[config.mk]
export PLATFORM = sky130hd
export DESIGN_NAME = address_bitmap_run_finder_flat
export DESIGN_NICKNAME = d
export VERILOG_FILES = /design/src/hw/rtl/abrf_pkg.sv /design/src/hw/rtl/abrf_ifs.sv /design/src/hw/rtl/address_bitmap_run_finder.sv /design/src/hw/rtl/abrf_ram.sv /design/src/hw/rtl/abrf_front.sv /design/src/hw/rtl/abrf_back.sv /design/src/flat_wrapper.sv
export VERILOG_INCLUDE_DIRS = /design/src /design/src/hw/rtl
export SDC_FILE = /design/constraint.sdc
export NUM_CORES = 2
export LEC_CHECK = 0
export ABC_AREA = 1
export BUFFER_PORTS_ARGS = -buffer_cell sky130_fd_sc_hd__buf_2
export CELL_PAD_IN_SITES_DETAIL_PLACEMENT = 0
export CELL_PAD_IN_SITES_GLOBAL_PLACEMENT = 1
export CORE_ASPECT_RATIO = 0.9
export CORE_UTILIZATION = 50
export DETAILED_ROUTE_END_ITERATION = 10
export GPL_ROUTABILITY_DRIVEN = 1
export GPL_TIMING_DRIVEN = 0
export PLACE_DENSITY_LB_ADDON = 0.1
export SYNTH_ARGS = -nofsm -noshare
export SYNTH_HDL_FRONTEND = slang
export SYNTH_HIERARCHICAL = 1
export SYNTH_SLANG_ARGS = --single-unit
[constraint.sdc]
create_clock -name clk_i -period 22.5 [get_ports clk_i]
set_input_delay 0 -clock clk_i [delete_from_list [all_inputs] [get_ports clk_i]]
set_output_delay 0 -clock clk_i [all_outputs]
set_load 0.01 [all_outputs]
[src/hw/rtl/assert_macros.svh]
// Assertion macros shared by the bitmap run finder RTL.
`ifndef ASSERT_MACROS_SVH
`define ASSERT_MACROS_SVH

`ifndef ASSERT_OFF
`define ASSERT_CLK(lbl, clk, rst_n, prop) \
  lbl: assert property (@(posedge clk) disable iff (!rst_n) prop) \
    else $error("assertion failed");
`define ASSERT_NEVER(lbl, clk, rst_n, expr) \
  lbl: assert property (@(posedge clk) disable iff (!rst_n) !(expr)) \
    else $error("forbidden condition seen");
`else
`define ASSERT_CLK(lbl, clk, rst_n, prop)
`define ASSERT_NEVER(lbl, clk, rst_n, expr)
`endif

`endif

[src/hw/rtl/abrf_pkg.sv]
// Types and constants of the address bitmap run finder.
package abrf_pkg;

  localparam int unsigned BITS      = 128;
  localparam int unsigned ADDR_W    = 64;
  localparam int unsigned IDX_W     = $clog2(BITS);
  localparam int unsigned CNT_W     = $clog2(BITS + 1);
  localparam int unsigned CFG_IDX_W = 2;
  localparam int unsigned QDEPTH    = 2;
  localparam int unsigned QPTR_W    = $clog2(QDEPTH);
  localparam int unsigned QCNT_W    = $clog2(QDEPTH + 1);
  localparam int unsigned QOCC_W    = QCNT_W + 1;

  localparam logic [ADDR_W-1:0] BITS_A  = ADDR_W'(BITS);
  localparam logic [ADDR_W-1:0] BITS_M1 = ADDR_W'(BITS - 1);
  localparam logic [CNT_W-1:0]  BITS_C  = CNT_W'(BITS);

  localparam logic [CFG_IDX_W-1:0] REG_BASE = CFG_IDX_W'(0);
  localparam logic [CFG_IDX_W-1:0] REG_LAST = CFG_IDX_W'(1);

  localparam logic [ADDR_W-1:0] BASE_RST = '0;
  localparam logic [ADDR_W-1:0] LAST_RST = ADDR_W'(127);

  typedef enum logic [1:0] {
    FUNC_READ,
    FUNC_WRITE,
    FUNC_RUNS,
    FUNC_NOP
  } func_e;

  typedef enum logic [1:0] {
    ST_OPS,
    ST_SCAN,
    ST_DRAIN,
    ST_FINISH
  } state_e;

  typedef struct packed {
    func_e             func;
    logic              value;
    logic              in_win;
    logic [IDX_W-1:0]  off;
    logic [CNT_W-1:0]  entries;
  } op_t;

  typedef struct packed {
    logic              bit_read;
    logic              out_of_range;
    logic [ADDR_W-1:0] run_start;
    logic [ADDR_W-1:0] run_end;
    logic              run_found;
    logic              last_result;
  } res_t;

endpackage

[src/hw/rtl/abrf_ifs.sv]
// Channel interfaces of the address bitmap run finder.
interface abrf_in_if;
  logic                       valid;
  logic                       ready;
  logic [1:0]                 func;
  logic [abrf_pkg::ADDR_W-1:0] address;
  logic                       value;

  modport source (output valid, func, address, value, input ready);
  modport sink (input valid, func, address, value, output ready);
endinterface

interface abrf_out_if;
  logic                       valid;
  logic                       ready;
  logic                       bit_read;
  logic                       out_of_range;
  logic [abrf_pkg::ADDR_W-1:0] run_start;
  logic [abrf_pkg::ADDR_W-1:0] run_end;
  logic                       run_found;
  logic                       last_result;

  modport source (output valid, bit_read, out_of_range, run_start, run_end, run_found,
                  last_result, input ready);
  modport sink (input valid, bit_read, out_of_range, run_start, run_end, run_found,
                last_result, output ready);
endinterface

interface abrf_cfg_if;
  logic                          valid;
  logic                          ready;
  logic [abrf_pkg::CFG_IDX_W-1:0] index;
  logic [abrf_pkg::ADDR_W-1:0]    data;

  modport source (output valid, index, data, input ready);
  modport sink (input valid, index, data, output ready);
endinterface

[src/hw/rtl/address_bitmap_run_finder.sv]
// Top level of the address bitmap run finder.
//
// The block holds one flag per address over a window of up to BITS addresses that starts
// at the base address register. Input beats carry func, address and value: a read returns
// the stored flag, a write stores one, and a run listing walks the window in ascending
// order and returns one result beat per maximal run of flags equal to value. Every input
// beat yields result beats in order; the final one has last_result set.
// The configuration channel writes base and last address; it is always ready and is meant
// to be used only while no item is in flight.
// Reads, writes and unused codes sustain one beat per cycle while the result buffer has
// room; each passes the input queue, the stage register and the result buffer in turn.
// A listing holds the back end while the bitmap RAM yields its window entries, one per
// cycle while the buffer has room; input beats queue in a two-entry queue meanwhile.
// Reset clears every flag at once through per-entry valid bits, so no clearing pass runs,
// and loads base 0 and last 127. A stalled receiver fills the two-entry result buffer and
// then holds the back end, and through the queue, the input.
module address_bitmap_run_finder (
  input  logic        clk_i,
  input  logic        rst_ni,
  abrf_in_if.sink     in_i,
  abrf_out_if.source  res_o,
  abrf_cfg_if.sink    cfg_i
);

  logic [abrf_pkg::ADDR_W-1:0] base_q;
  logic [abrf_pkg::ADDR_W-1:0] last_q;
  logic                        op_vld;
  logic                        op_rdy;
  abrf_pkg::op_t               op;

  assign cfg_i.ready = 1'b1;

  always_ff @(posedge clk_i or negedge rst_ni) begin
    if (!rst_ni) begin
      base_q <= abrf_pkg::BASE_RST;
      last_q <= abrf_pkg::LAST_RST;
    end else if (cfg_i.valid) begin
      case (cfg_i.index)
        abrf_pkg::REG_BASE: begin
          base_q <= cfg_i.data;
        end
        abrf_pkg::REG_LAST: begin
          last_q <= cfg_i.data;
        end
        default: begin
        end
      endcase
    end
  end

  abrf_front u_front (
    .clk_i    (clk_i),
    .rst_ni   (rst_ni),
    .base_i   (base_q),
    .last_i   (last_q),
    .in_i     (in_i),
    .op_vld_o (op_vld),
    .op_rdy_i (op_rdy),
    .op_o     (op)
  );

  abrf_back u_back (
    .clk_i    (clk_i),
    .rst_ni   (rst_ni),
    .base_i   (base_q),
    .op_vld_i (op_vld),
    .op_rdy_o (op_rdy),
    .op_i     (op),
    .res_o    (res_o)
  );

endmodule

[src/hw/rtl/abrf_ram.sv]
// Generic single-write, registered-read RAM.
module abrf_ram #(
  parameter int unsigned WIDTH = 1,
  parameter int unsigned DEPTH = 128
) (
  input  logic                     clk_i,
  input  logic                     we_i,
  input  logic [$clog2(DEPTH)-1:0] waddr_i,
  input  logic [WIDTH-1:0]         wdata_i,
  input  logic [$clog2(DEPTH)-1:0] raddr_i,
  output logic [WIDTH-1:0]         rdata_o
);

  logic [WIDTH-1:0] mem_q [DEPTH];
  logic [WIDTH-1:0] rdata_q;

  always_ff @(posedge clk_i) begin
    if (we_i) begin
      mem_q[waddr_i] <= wdata_i;
    end
    rdata_q <= mem_q[raddr_i];
  end

  assign rdata_o = rdata_q;

endmodule

[src/hw/rtl/abrf_front.sv]
// Front end: accepts input beats, checks them against the window and queues them.
`include "assert_macros.svh"

module abrf_front (
  input  logic                        clk_i,
  input  logic                        rst_ni,
  input  logic [abrf_pkg::ADDR_W-1:0] base_i,
  input  logic [abrf_pkg::ADDR_W-1:0] last_i,
  abrf_in_if.sink                     in_i,
  output logic                        op_vld_o,
  input  logic                        op_rdy_i,
  output abrf_pkg::op_t               op_o
);

  logic [abrf_pkg::ADDR_W:0]   adiff;
  logic [abrf_pkg::ADDR_W:0]   sdiff;
  logic                        in_win;
  logic [abrf_pkg::CNT_W-1:0]  entries;
  abrf_pkg::op_t               op_new;
  abrf_pkg::op_t               q_q [abrf_pkg::QDEPTH];
  logic [abrf_pkg::QPTR_W-1:0] wr_q, rd_q;
  logic [abrf_pkg::QCNT_W-1:0] cnt_q;
  logic                        push, pop;

  assign adiff = {1'b0, in_i.address} - {1'b0, base_i};
  assign sdiff = {1'b0, last_i} - {1'b0, base_i};

  always_comb begin
    in_win = !sdiff[abrf_pkg::ADDR_W] && !adiff[abrf_pkg::ADDR_W] &&
             (adiff[abrf_pkg::ADDR_W-1:0] <= sdiff[abrf_pkg::ADDR_W-1:0]) &&
             (adiff[abrf_pkg::ADDR_W-1:0] < abrf_pkg::BITS_A);
    if (sdiff[abrf_pkg::ADDR_W]) begin
      entries = '0;
    end else if (sdiff[abrf_pkg::ADDR_W-1:0] >= abrf_pkg::BITS_M1) begin
      entries = abrf_pkg::BITS_C;
    end else begin
      entries = sdiff[abrf_pkg::CNT_W-1:0] + 1'b1;
    end
    op_new.func    = abrf_pkg::func_e'(in_i.func);
    op_new.value   = in_i.value;
    op_new.in_win  = in_win;
    op_new.off     = adiff[abrf_pkg::IDX_W-1:0];
    op_new.entries = entries;
  end

  assign in_i.ready = (cnt_q != abrf_pkg::QCNT_W'(abrf_pkg::QDEPTH));
  assign push       = in_i.valid && in_i.ready;
  assign op_vld_o   = (cnt_q != '0);
  assign pop        = op_vld_o && op_rdy_i;
  assign op_o       = q_q[rd_q];

  always_ff @(posedge clk_i or negedge rst_ni) begin
    if (!rst_ni) begin
      wr_q  <= '0;
      rd_q  <= '0;
      cnt_q <= '0;
    end else begin
      if (push) begin
        wr_q <= (wr_q == abrf_pkg::QPTR_W'(abrf_pkg::QDEPTH - 1)) ? '0 : wr_q + 1'b1;
      end
      if (pop) begin
        rd_q <= (rd_q == abrf_pkg::QPTR_W'(abrf_pkg::QDEPTH - 1)) ? '0 : rd_q + 1'b1;
      end
      if (push && !pop) begin
        cnt_q <= cnt_q + 1'b1;
      end else if (pop && !push) begin
        cnt_q <= cnt_q - 1'b1;
      end
    end
  end

  always_ff @(posedge clk_i) begin
    if (push) begin
      q_q[wr_q] <= op_new;
    end
  end

  `ASSERT_NEVER(a_entries_bound, clk_i, rst_ni, op_vld_o && (op_o.entries > abrf_pkg::BITS_C))
  `ASSERT_CLK(a_pop_needs_entry, clk_i, rst_ni, pop |-> (cnt_q != '0))
  `ASSERT_CLK(a_push_counts, clk_i, rst_ni, (push && !pop) |=> (cnt_q == $past(cnt_q) + 1'b1))

endmodule

[src/hw/rtl/abrf_back.sv]
// Back end: runs reads, writes and run listings on the bitmap and buffers result beats.
`include "assert_macros.svh"

module abrf_back (
  input  logic                        clk_i,
  input  logic                        rst_ni,
  input  logic [abrf_pkg::ADDR_W-1:0] base_i,
  input  logic                        op_vld_i,
  output logic                        op_rdy_o,
  input  abrf_pkg::op_t               op_i,
  abrf_out_if.source                  res_o
);

  typedef struct packed {
    logic                       vld;
    abrf_pkg::func_e            kind;
    logic                       in_win;
    logic                       vbit;
    logic [abrf_pkg::IDX_W-1:0] idx;
  } stage_t;

  abrf_pkg::state_e            state_q, state_d;
  stage_t                      s1_q, s1_d;
  logic [abrf_pkg::CNT_W-1:0]  cnt_q, cnt_d;
  logic [abrf_pkg::CNT_W-1:0]  ent_q, ent_d;
  logic                        val_q, val_d;
  logic                        running_q, running_d;
  logic                        pvld_q, pvld_d;
  logic [abrf_pkg::IDX_W-1:0]  rstart_q, rstart_d;
  logic [abrf_pkg::IDX_W-1:0]  pstart_q, pstart_d;
  logic [abrf_pkg::IDX_W-1:0]  pend_q, pend_d;
  logic [abrf_pkg::BITS-1:0]   vld_q;
  logic                        vld_set;

  logic                        ram_we;
  logic [abrf_pkg::IDX_W-1:0]  ram_addr;
  logic                        ram_wdata;
  logic                        ram_rdata;

  abrf_pkg::res_t              ofifo_q [abrf_pkg::QDEPTH];
  logic [abrf_pkg::QPTR_W-1:0] owr_q, ord_q;
  logic [abrf_pkg::QCNT_W-1:0] ocnt_q;
  logic                        pop, push, room;
  logic [abrf_pkg::QOCC_W-1:0] occ;

  logic                        bitv, match;
  logic                        pbit, poor, pfound, plast;
  logic [abrf_pkg::IDX_W-1:0]  ps_off, pe_off;
  abrf_pkg::res_t              push_res;
  abrf_pkg::res_t              head;

  abrf_ram #(
    .WIDTH (1),
    .DEPTH (abrf_pkg::BITS)
  ) u_ram (
    .clk_i   (clk_i),
    .we_i    (ram_we),
    .waddr_i (ram_addr),
    .wdata_i (ram_wdata),
    .raddr_i (ram_addr),
    .rdata_o (ram_rdata)
  );

  assign pop  = res_o.valid && res_o.ready;
  assign occ  = {1'b0, ocnt_q} + abrf_pkg::QOCC_W'(s1_q.vld) - abrf_pkg::QOCC_W'(pop);
  assign room = (occ < abrf_pkg::QOCC_W'(abrf_pkg::QDEPTH));
  assign bitv  = s1_q.vbit & ram_rdata;
  assign match = (bitv == val_q);

  always_comb begin
    state_d   = state_q;
    s1_d      = '0;
    cnt_d     = cnt_q;
    ent_d     = ent_q;
    val_d     = val_q;
    running_d = running_q;
    pvld_d    = pvld_q;
    rstart_d  = rstart_q;
    pstart_d  = pstart_q;
    pend_d    = pend_q;
    op_rdy_o  = 1'b0;
    ram_we    = 1'b0;
    ram_addr  = op_i.off;
    ram_wdata = op_i.value;
    vld_set   = 1'b0;
    push      = 1'b0;
    pbit      = 1'b0;
    poor      = 1'b0;
    pfound    = 1'b0;
    plast     = 1'b0;
    ps_off    = '0;
    pe_off    = '0;

    if (s1_q.vld) begin
      case (s1_q.kind)
        abrf_pkg::FUNC_READ: begin
          push  = 1'b1;
          pbit  = s1_q.in_win & bitv;
          poor  = !s1_q.in_win;
          plast = 1'b1;
        end
        abrf_pkg::FUNC_WRITE: begin
          push  = 1'b1;
          poor  = !s1_q.in_win;
          plast = 1'b1;
        end
        abrf_pkg::FUNC_RUNS: begin
          if (!running_q && match) begin
            running_d = 1'b1;
            rstart_d  = s1_q.idx;
          end else if (running_q && !match) begin
            running_d = 1'b0;
            pvld_d    = 1'b1;
            pstart_d  = rstart_q;
            pend_d    = s1_q.idx - 1'b1;
            if (pvld_q) begin
              push   = 1'b1;
              pfound = 1'b1;
              ps_off = pstart_q;
              pe_off = pend_q;
            end
          end
        end
        default: begin
          push  = 1'b1;
          plast = 1'b1;
        end
      endcase
    end

    case (state_q)
      abrf_pkg::ST_OPS: begin
        if (op_vld_i && room) begin
          op_rdy_o = 1'b1;
          if (op_i.func == abrf_pkg::FUNC_RUNS) begin
            val_d     = op_i.value;
            ent_d     = op_i.entries;
            cnt_d     = '0;
            running_d = 1'b0;
            pvld_d    = 1'b0;
            state_d   = (op_i.entries == '0) ? abrf_pkg::ST_DRAIN : abrf_pkg::ST_SCAN;
          end else begin
            s1_d.vld    = 1'b1;
            s1_d.kind   = op_i.func;
            s1_d.in_win = op_i.in_win;
            s1_d.vbit   = vld_q[op_i.off];
            s1_d.idx    = op_i.off;
            if (op_i.func == abrf_pkg::FUNC_WRITE && op_i.in_win) begin
              ram_we  = 1'b1;
              vld_set = 1'b1;
            end
          end
        end
      end
      abrf_pkg::ST_SCAN: begin
        if (room) begin
          ram_addr    = cnt_q[abrf_pkg::IDX_W-1:0];
          s1_d.vld    = 1'b1;
          s1_d.kind   = abrf_pkg::FUNC_RUNS;
          s1_d.in_win = 1'b1;
          s1_d.vbit   = vld_q[cnt_q[abrf_pkg::IDX_W-1:0]];
          s1_d.idx    = cnt_q[abrf_pkg::IDX_W-1:0];
          cnt_d       = cnt_q + 1'b1;
          if (cnt_q == ent_q - 1'b1) begin
            state_d = abrf_pkg::ST_DRAIN;
          end
        end
      end
      abrf_pkg::ST_DRAIN: begin
        if (!s1_q.vld) begin
          state_d = abrf_pkg::ST_FINISH;
        end
      end
      abrf_pkg::ST_FINISH: begin
        if (room) begin
          if (running_q) begin
            running_d = 1'b0;
            pvld_d    = 1'b1;
            pstart_d  = rstart_q;
            pend_d    = abrf_pkg::IDX_W'(ent_q - 1'b1);
            if (pvld_q) begin
              push   = 1'b1;
              pfound = 1'b1;
              ps_off = pstart_q;
              pe_off = pend_q;
            end
          end else begin
            push    = 1'b1;
            plast   = 1'b1;
            pfound  = pvld_q;
            ps_off  = pstart_q;
            pe_off  = pend_q;
            state_d = abrf_pkg::ST_OPS;
          end
        end
      end
      default: begin
        state_d = abrf_pkg::ST_OPS;
      end
    endcase
  end

  always_comb begin
    push_res.bit_read     = pbit;
    push_res.out_of_range = poor;
    push_res.run_start    = pfound ? base_i + abrf_pkg::ADDR_W'(ps_off) : '0;
    push_res.run_end      = pfound ? base_i + abrf_pkg::ADDR_W'(pe_off) : '0;
    push_res.run_found    = pfound;
    push_res.last_result  = plast;
  end

  always_ff @(posedge clk_i or negedge rst_ni) begin
    if (!rst_ni) begin
      state_q   <= abrf_pkg::ST_OPS;
      s1_q      <= '0;
      cnt_q     <= '0;
      running_q <= 1'b0;
      pvld_q    <= 1'b0;
      vld_q     <= '0;
      owr_q     <= '0;
      ord_q     <= '0;
      ocnt_q    <= '0;
    end else begin
      state_q   <= state_d;
      s1_q      <= s1_d;
      cnt_q     <= cnt_d;
      running_q <= running_d;
      pvld_q    <= pvld_d;
      if (vld_set) begin
        vld_q[op_i.off] <= 1'b1;
      end
      if (push) begin
        owr_q <= (owr_q == abrf_pkg::QPTR_W'(abrf_pkg::QDEPTH - 1)) ? '0 : owr_q + 1'b1;
      end
      if (pop) begin
        ord_q <= (ord_q == abrf_pkg::QPTR_W'(abrf_pkg::QDEPTH - 1)) ? '0 : ord_q + 1'b1;
      end
      if (push && !pop) begin
        ocnt_q <= ocnt_q + 1'b1;
      end else if (pop && !push) begin
        ocnt_q <= ocnt_q - 1'b1;
      end
    end
  end

  always_ff @(posedge clk_i) begin
    ent_q    <= ent_d;
    val_q    <= val_d;
    rstart_q <= rstart_d;
    pstart_q <= pstart_d;
    pend_q   <= pend_d;
    if (push) begin
      ofifo_q[owr_q] <= push_res;
    end
  end

  assign head               = ofifo_q[ord_q];
  assign res_o.valid        = (ocnt_q != '0);
  assign res_o.bit_read     = head.bit_read;
  assign res_o.out_of_range = head.out_of_range;
  assign res_o.run_start    = head.run_start;
  assign res_o.run_end      = head.run_end;
  assign res_o.run_found    = head.run_found;
  assign res_o.last_result  = head.last_result;

  `ASSERT_CLK(a_push_has_room, clk_i, rst_ni, push |-> ((ocnt_q != abrf_pkg::QCNT_W'(abrf_pkg::QDEPTH)) || pop))
  `ASSERT_CLK(a_finish_pipe_empty, clk_i, rst_ni, (state_q == abrf_pkg::ST_FINISH) |-> !s1_q.vld)
  `ASSERT_CLK(a_scan_in_window, clk_i, rst_ni, (state_q == abrf_pkg::ST_SCAN) |-> (cnt_q < ent_q))

endmodule
[src/flat_wrapper.sv]
// flat-port wrapper written by rule: the top's interface ports become plain ports
module address_bitmap_run_finder_flat 
  (clk_i, rst_ni, in_i_valid, in_i_func, in_i_address, in_i_value, in_i_ready, res_o_valid, res_o_bit_read, res_o_out_of_range, res_o_run_start, res_o_run_end, res_o_run_found, res_o_last_result, res_o_ready, cfg_i_valid, cfg_i_index, cfg_i_data, cfg_i_ready);
  abrf_in_if in_i_i ();
  abrf_out_if res_o_i ();
  abrf_cfg_if cfg_i_i ();
  input  logic clk_i;
  input  logic rst_ni;
  input wire logic [$bits(in_i_i.valid)-1:0] in_i_valid;
  input wire logic [$bits(in_i_i.func)-1:0] in_i_func;
  input wire logic [$bits(in_i_i.address)-1:0] in_i_address;
  input wire logic [$bits(in_i_i.value)-1:0] in_i_value;
  output wire logic [$bits(in_i_i.ready)-1:0] in_i_ready;
  output wire logic [$bits(res_o_i.valid)-1:0] res_o_valid;
  output wire logic [$bits(res_o_i.bit_read)-1:0] res_o_bit_read;
  output wire logic [$bits(res_o_i.out_of_range)-1:0] res_o_out_of_range;
  output wire logic [$bits(res_o_i.run_start)-1:0] res_o_run_start;
  output wire logic [$bits(res_o_i.run_end)-1:0] res_o_run_end;
  output wire logic [$bits(res_o_i.run_found)-1:0] res_o_run_found;
  output wire logic [$bits(res_o_i.last_result)-1:0] res_o_last_result;
  input wire logic [$bits(res_o_i.ready)-1:0] res_o_ready;
  input wire logic [$bits(cfg_i_i.valid)-1:0] cfg_i_valid;
  input wire logic [$bits(cfg_i_i.index)-1:0] cfg_i_index;
  input wire logic [$bits(cfg_i_i.data)-1:0] cfg_i_data;
  output wire logic [$bits(cfg_i_i.ready)-1:0] cfg_i_ready;
  assign in_i_i.valid = in_i_valid;
  assign in_i_i.func = in_i_func;
  assign in_i_i.address = in_i_address;
  assign in_i_i.value = in_i_value;
  assign in_i_ready = in_i_i.ready;
  assign res_o_valid = res_o_i.valid;
  assign res_o_bit_read = res_o_i.bit_read;
  assign res_o_out_of_range = res_o_i.out_of_range;
  assign res_o_run_start = res_o_i.run_start;
  assign res_o_run_end = res_o_i.run_end;
  assign res_o_run_found = res_o_i.run_found;
  assign res_o_last_result = res_o_i.last_result;
  assign res_o_i.ready = res_o_ready;
  assign cfg_i_i.valid = cfg_i_valid;
  assign cfg_i_i.index = cfg_i_index;
  assign cfg_i_i.data = cfg_i_data;
  assign cfg_i_ready = cfg_i_i.ready;
  address_bitmap_run_finder u_core (.clk_i(clk_i), .rst_ni(rst_ni), .in_i(in_i_i), .res_o(res_o_i), .cfg_i(cfg_i_i));
endmodule
# Yosys cells after proc, flatten, opt, wreduce, memory -nomap -nowiden
# Memories as Yosys holds them, arrays and structs flattened. A register that Yosys moved wholly into a read port is not among the register bits.
# Index checks and enable logic that the tools add are counted.
op_classes:
  n_addsub: 18
  n_lt_le_gt_ge: 7
  eq_ne: 18
  muxes: 123
  bitwise_logic: 3
  n_reduce_logical: 40
op_table:
  columns: ["operator", "count"]
  rows:
  - ["$mux 7", 34]
  - ["$sub 64x64->65", 2]
  - ["$add 64x7->64", 2]
  - ["$mux 64", 2]
  - ["$or 128x128->128", 1]
  - ["$ge 64x7->1 const B", 1]
  - ["$le 64x64->1", 1]
  - ["$lt 64x8->1 const B", 1]
  - ["$mux 1", 59]
  - ["$mux 8", 5]
  - ["$mux 12", 3]
  - ["$mux 2", 12]
  - ["$pmux 12 s2", 1]
  - ["$add 8x1->8 const B", 2]
  - ["$lt 7x8->1 const B", 2]
  - ["$ne 2x2->1 const B", 8]
  - ["$pmux 8 s2", 1]
  - ["$logic_and 1x1->1", 15]
  - ["$bmux 1 s7", 2]
  - ["$reduce_bool 2->1", 5]
  - ["$logic_not 1->1", 9]
  - ["$eq 2x1->1 const B", 4]
  - ["$eq 2x2->1 const B", 4]
  - ["$eq 8x8->1", 1]
  - ["other kinds (21)", 32]
totals:
  ff_bits: 318
  ram_bits: 430
  input_bits: 138
  output_inout_bits: 135
  n_memories: 3
memory_table:
  columns: ["name", "depth", "width", "read_ports", "rd_ports_with_merged_regs", "wr", "line", "source"]
  rows:
  - ["u_core.u_back.ofifo_q", 2, 132, 1, 0, 1, "abrf_back.sv:40", "abrf_pkg::res_t ofifo_q [abrf_pkg::QDEPTH];"]
  - ["u_core.u_back.u_ram.mem_q", 128, 1, 1, 1, 1, "abrf_ram.sv:14", "logic [WIDTH-1:0] mem_q [DEPTH];"]
  - ["u_core.u_front.q_q", 2, 19, 1, 0, 1, "abrf_front.sv:20", "abrf_pkg::op_t q_q [abrf_pkg::QDEPTH];"]

# Longest topological paths before layout
logic_depth:
  depth_word: 16
  depth_mapped: 31
  depth_no_buf: 31

# Hierarchy
# The synthesis kept the hierarchy.
modules_own_cells:
  columns: ["module", "instances", "cells_each", "area_per_inst_um2", "seq_area_each_um2"]
  rows:
  - ["abrf_back", 1, 2896, 24076.8, 12592.1]
  - ["abrf_front", 1, 2967, 15292.2, 1241.2]
  - ["abrf_ram", 1, 620, 5926.9, 3863.7]
  - ["address_bitmap_run_finder", 1, 565, 5190.0, 3211.8]

# Worst setup path before layout
# Ideal clock, no wire load.
synth_path:
  kind: "flip-flop to flip-flop"
  from: "register u_core/u_back/ocnt_q[1] (netlist name)"
  to: "memory u_core/u_back/ofifo_q[1][0] (netlist name), enable pin"
  arrival_time_ns: 7.750
  setup_slack_ns: 14.125
  stages_incl_launch_ff: 15
  n_path_buf: 0
  synth_period_minus_slack_ns: 8.375
  path_cell_list: "dfrtp_1 inv_1 nand2_1 nand2_1 inv_1 nand2_1 o21ai_0 nand2_1 fa_1 a21boi_2 o21ai_1 nor2_2 inv_2 o211a_1 nor2_1"
synth_via:
  elab_chain_cells: 8
synth_rtl:
  columns: ["item", "line", "source"]
  rows:
  - ["from (decl)", "abrf_back.sv:42", "logic [abrf_pkg::QCNT_W-1:0] ocnt_q;"]
  - ["from (signal assigned)", "abrf_back.sv:239", "ocnt_q <= ocnt_q + 1'b1;"]
  - ["from (signal assigned)", "abrf_back.sv:241", "ocnt_q <= ocnt_q - 1'b1;"]
  - ["$reduce_bool 2->1", "abrf_back.sv:258", "assign res_o.valid = (ocnt_q != '0);"]
  - ["named net res_o_valid", "flat_wrapper.sv:14", "output wire logic [$bits(res_o_i.valid)-1:0] res_o_valid;"]
  - ["$logic_and 1x1->1", "abrf_back.sv:64", "assign pop = res_o.valid && res_o.ready;"]
  - ["$sub 3x1->3", "abrf_back.sv:65", "assign occ = {1'b0, ocnt_q} + abrf_pkg::QOCC_W'(s1_q.vld) - abrf_pkg::QOCC_W'(pop);"]
  - ["$lt 3x2->1", "abrf_back.sv:66", "assign room = (occ < abrf_pkg::QOCC_W'(abrf_pkg::QDEPTH));"]
  - ["$mux 1", "abrf_back.sv:175", "if (room) begin"]
  - ["$mux 1", "abrf_back.sv:131", "case (state_q)"]
  - ["$mux 1", "abrf_back.sv:252", "if (push) begin"]
  - ["$mux 1 (not written as such)", "abrf_back.sv:253", "ofifo_q[owr_q] <= push_res;"]
  - ["to (decl)", "abrf_back.sv:40", null]
# The timed path passes the listed nets, and every way through them passes these cells.

# Worst setup path after layout
layout_path:
  from: "register u_core/base_q[0] (netlist name)"
  to: "memory u_core/u_front/q_q[0][15] (netlist name), data pin"
layout_via:
  elab_chain_cells: 5
layout_rtl:
  columns: ["item", "line", "source"]
  rows:
  - ["from (decl)", "address_bitmap_run_finder.sv:25", "logic [abrf_pkg::ADDR_W-1:0] base_q;"]
  - ["from (signal assigned)", "address_bitmap_run_finder.sv:35", "base_q <= abrf_pkg::BASE_RST;"]
  - ["from (signal assigned)", "address_bitmap_run_finder.sv:40", "base_q <= cfg_i.data;"]
  - ["branches (longest 4 deep; another with $sub 64x64->65)", null, null]
  - ["$logic_and 1x1->1 (*)", "abrf_front.sv:30", "(adiff[abrf_pkg::ADDR_W-1:0] <= sdiff[abrf_pkg::ADDR_W-1:0]) &&"]
  - ["named net u_core.u_front.in_win", "abrf_front.sv:17", "logic in_win;"]
  - ["to (decl)", "abrf_front.sv:20", null]
# Mark *: on every way through the listed nets, which the timed path passes.

==> results.cfg <==
[global_route]
grt_overflow = 0
grt_pass1_wl_um = 272000
antenna_found_initial = 7
grt_max_degree = 113
grt_pass1_vias = 44600
track_usage = 0.360

[timing]
worst_pin_slew_ps = 1340
fin_crit_ps = 6290
hold_violations = 0
relSlewSlack = 0.0976
maxSlewViolCount = 0
setup_ws_ps = 16210
fmax_ghz = 0.159
skew_ps = 45.5
grt_setup_unrepaired = false
finalSetupViolations = 0
fin_crit_sh = 0.280
setup_tns_ps = 0

[cells_and_area]
drive_gt1_frac = 0.102
fin_util = 0.574
final_nets = 7867
stdcell_count = 8916
syn2layout_area_growth_pct = 13.9
fill_cells = 9683

[cts]
clkSlewWorstSetupHoldPaths_ps = 60
clk_latency_ps = 690
cts_tree = built
post_cts_buffers = 0
numCtsBuffers = 81
cts-root-buf = clkbuf_16
h-tree-depth = 3
cts_sinks = 749
clock_path_buffers = 3
post_cts_resized = 0

[routing]
vias = 48700
drc = 0
drtIter0Drc = 5079
drt-total-wl_um = 189000
drt-pass1-iter-count = 6
routed_via_density = 5.47
ant_nets = 0
wl_per_cell_um = 21.1

[critical_path]
crit_start = u_core/base_q[0]
path_max_fanout = 5
cp.required_ps = 22780
worstSetupStartpointType = register
reg2reg_depth = 25
cp.arrival_ps = 6570
critPathCaptureType = register
rr_startpoint = u_core/base_q[0]
reg2reg_slack_ps = 16210
reg2reg_to = u_core/u_front/q_q[0][15]
cp_slowest_cell = nor3_1
max_stage_delay_ps = 1040
crit_top_cell = nand2_1
critPathKind = register to register

[min_path]
hold_class = primary input to register
min_from = in_i_address[2]
holdPathStages = 3
min_to = u_core/u_front/q_q[0][10]

[power_and_ir_drop]
power.net_switching_mw = 3.04
power-per-cell-area_nw_per_um2 = 112
clkPwrFrac = 0.208
vdd_drop_max_v = 0.0000792
power_frac_comb = 0.512
seqPwrFrac = 0.280
intPower_mw = 3.43
p_sw_frac = 0.470
totalPowerFinal_mw = 6.46
leakagePower_nw = 27.9

[synth]
synth-async-reset-ratio = 0.385
synthFlopType = edfxtp_1
ys.warnings.count = 6
postSynthAreaPerCell_um2 = 7.16
yosysUniqueCellTypes = 66
syn-instance-count = 7048
synth_seq_cells = 749
syn_area_um2 = 50500
synth-edff-count = 446
syn-num-nets = 7409
ys_seq_area_frac = 0.414

[die]
die_area_um2 = 102000
io_pins = 273
die_x_um = 337
design.core.area_um2 = 100000
initial_core_util = 0.505
die_h_um = 303
rows = 110

[placement]
place_ws_ps = 16360
gp_congestion = 0.996
portBuffers = 271
placed_cells = 8678
dp_hpwl_um = 148000

[flow_run]
max_cap_violations = 0

[outcome]
status = complete, no violations
[worst max path at each step]
stage,endpoint,slack [ps],cells after the start
3_3_place_gp,u_core/u_back/ofifo_q[0][112],10580,14
3_5_place_dp,u_core/u_front/q_q[0][15],16360,23
2_1_floorplan,u_core/u_back/ofifo_q[1][0],14120,14
5_1_grt,u_core/u_front/q_q[0][15],15860,24
4_1_cts,u_core/u_front/q_q[0][15],16310,25
6_report,u_core/u_front/q_q[0][15],16210,25
[synth_stat cells, types with 9 or more instances]
master / number / area, um2
a21oi_1: 304 / 1520
a31o_2: 63 / 552
a31oi_1: 11 / 68.8
buf_1: 10 / 37.5
buf_2: 87 / 435
buf_4: 25 / 188
buf_6: 15 / 169
clkbuf_1: 69 / 259
clkbuf_2: 10 / 50.1
dfrtp_1: 281 / 7030
dfxtp_1: 15 / 300
edfxtp_1: 446 / 13400
ha_1: 218 / 2730
inv_1: 898 / 3370
inv_2: 29 / 109
nand2_1: 2615 / 9820
nand2_2: 29 / 181
nand3_1: 396 / 1980
nand3_2: 9 / 90.1
nand3b_1: 34 / 255
nand4_1: 153 / 957
nor2_1: 648 / 2430
nor2_2: 39 / 244
nor3_1: 74 / 370
nor3_2: 18 / 180
o21a_1: 15 / 113
o21ai_0: 307 / 1540
o21ai_1: 16 / 80.1
o21bai_1: 20 / 150
xnor2_1: 27 / 236
xor2_1: 73 / 639
[state kept, by name, indices dropped and copies added (netlist names), 2 cells and up]
| register | count |
|---|---|
| u_core/u_back/ofifo_q | 264 |
| u_core/u_back/u_ram/mem_q | 128 |
| u_core/u_back/vld_q | 128 |
| u_core/base_q | 64 |
| u_core/last_q | 64 |
| u_core/u_front/q_q | 38 |
| u_core/u_back/s1_q | 12 |
| u_core/u_back/cnt_q | 8 |
| u_core/u_back/ent_q | 8 |
| u_core/u_back/pend_q | 7 |
| u_core/u_back/pstart_q | 7 |
| u_core/u_back/rstart_q | 7 |
| u_core/u_back/ocnt_q | 2 |
| u_core/u_back/state_q | 2 |
| u_core/u_front/cnt_q | 2 |
[through the flow]
| step | cell area, um2 | hold slack (ps) |
|---|---|---|
| after floorplan | 50500 | -296 |
| after global placement | 53500 | 193 |
| after detailed placement | 53900 | 64.8 |
| after CTS | 57500 | 1.48 |
| after global routing | 57500 | 46.9 |
| final | 57500 | 14.8 |
[timing repair]
| item | CTS | global route |
|---|---|---|
| hold endpoints to repair | 370 | 0 |
| hold buffers | 89 | 0 |
| setup endpoints to repair | 0 | 0 |
[cell usage in the layout (no fill, tap or decap), types with 27 or more instances in the layout]
cell,n
a21oi_1,304
a31o_2,63
buf_2,357
clkbuf_1,86
clkbuf_16,81
dfrtp_1,281
dlygate4sd3_1,88
edfxtp_1,446
ha_1,218
inv_1,898
inv_2,29
nand2_1,2614
nand2_2,29
nand3_1,396
nand3b_1,34
nand4_1,153
nor2_1,644
nor2_2,41
nor3_1,73
o21ai_0,307
xnor2_1,27
xor2_1,73
[final cells by class]
cell class | instances | area (um2) | area share
Tap cell | 1344 | 1680 | 0.0293
Clock buffer | 111 | 2270 | 0.0395
Sequential cell | 749 | 20900 | 0.364
Multi-Input combinational cell | 5155 | 25000 | 0.435
Buffer | 216 | 1140 | 0.0198
Antenna cell | 4 | 10.0 | 0.000174
Clock inverter | 34 | 415 | 0.00723
Timing Repair Buffer | 375 | 2590 | 0.0450
Inverter | 928 | 3480 | 0.0606
[power by group through the flow]
stage	sequential [mW]	clock, mW	combinational, mW
detailed placement	1.83	0	3.23
global placement	1.88	0	3.15
global route	1.82	1.41	3.63
finish	1.81	1.34	3.31
floorplan	1.82	0	2.09
CTS	1.81	1.36	3.26
[metal layers]
| layer | global-route usage | vias to the layer above | wire length [um] |
|---|---|---|---|
| li1 | - | 23600 | - |
| met5 | 0 | - | 7 |
| met1 | 0.483 | 22700 | 79700 |
| met2 | 0.580 | 2114 | 85700 |
| met3 | 0.0605 | 328 | 15800 |
| met4 | 0.140 | 2 | 7280 |
[cell families after synthesis]
| group | Yosys count | share of synthesized area |
|---|---|---|
| and+or+nand+nor | 4057 | 0.335 |
| buffers and inverters | 1144 | 0.0915 |
| AOI/OAI and AO/OA | 774 | 0.0859 |
| DFF | 749 | 0.414 |
| adders and majority gates | 223 | 0.0560 |
| xor gates and xnor gates | 100 | 0.0173 |
| other | 1 | 0.0000743 |
[critical path: cells and delay by family, from the launching register on]
family / cells / cell delay, ps
simple gates: 19 / 3890
compound gates: 1 / 180
buf+inv: 2 / 220
fa+ha+maj: 3 / 1030
flops: 1 / 550
(Power assumes the default switching activity.)
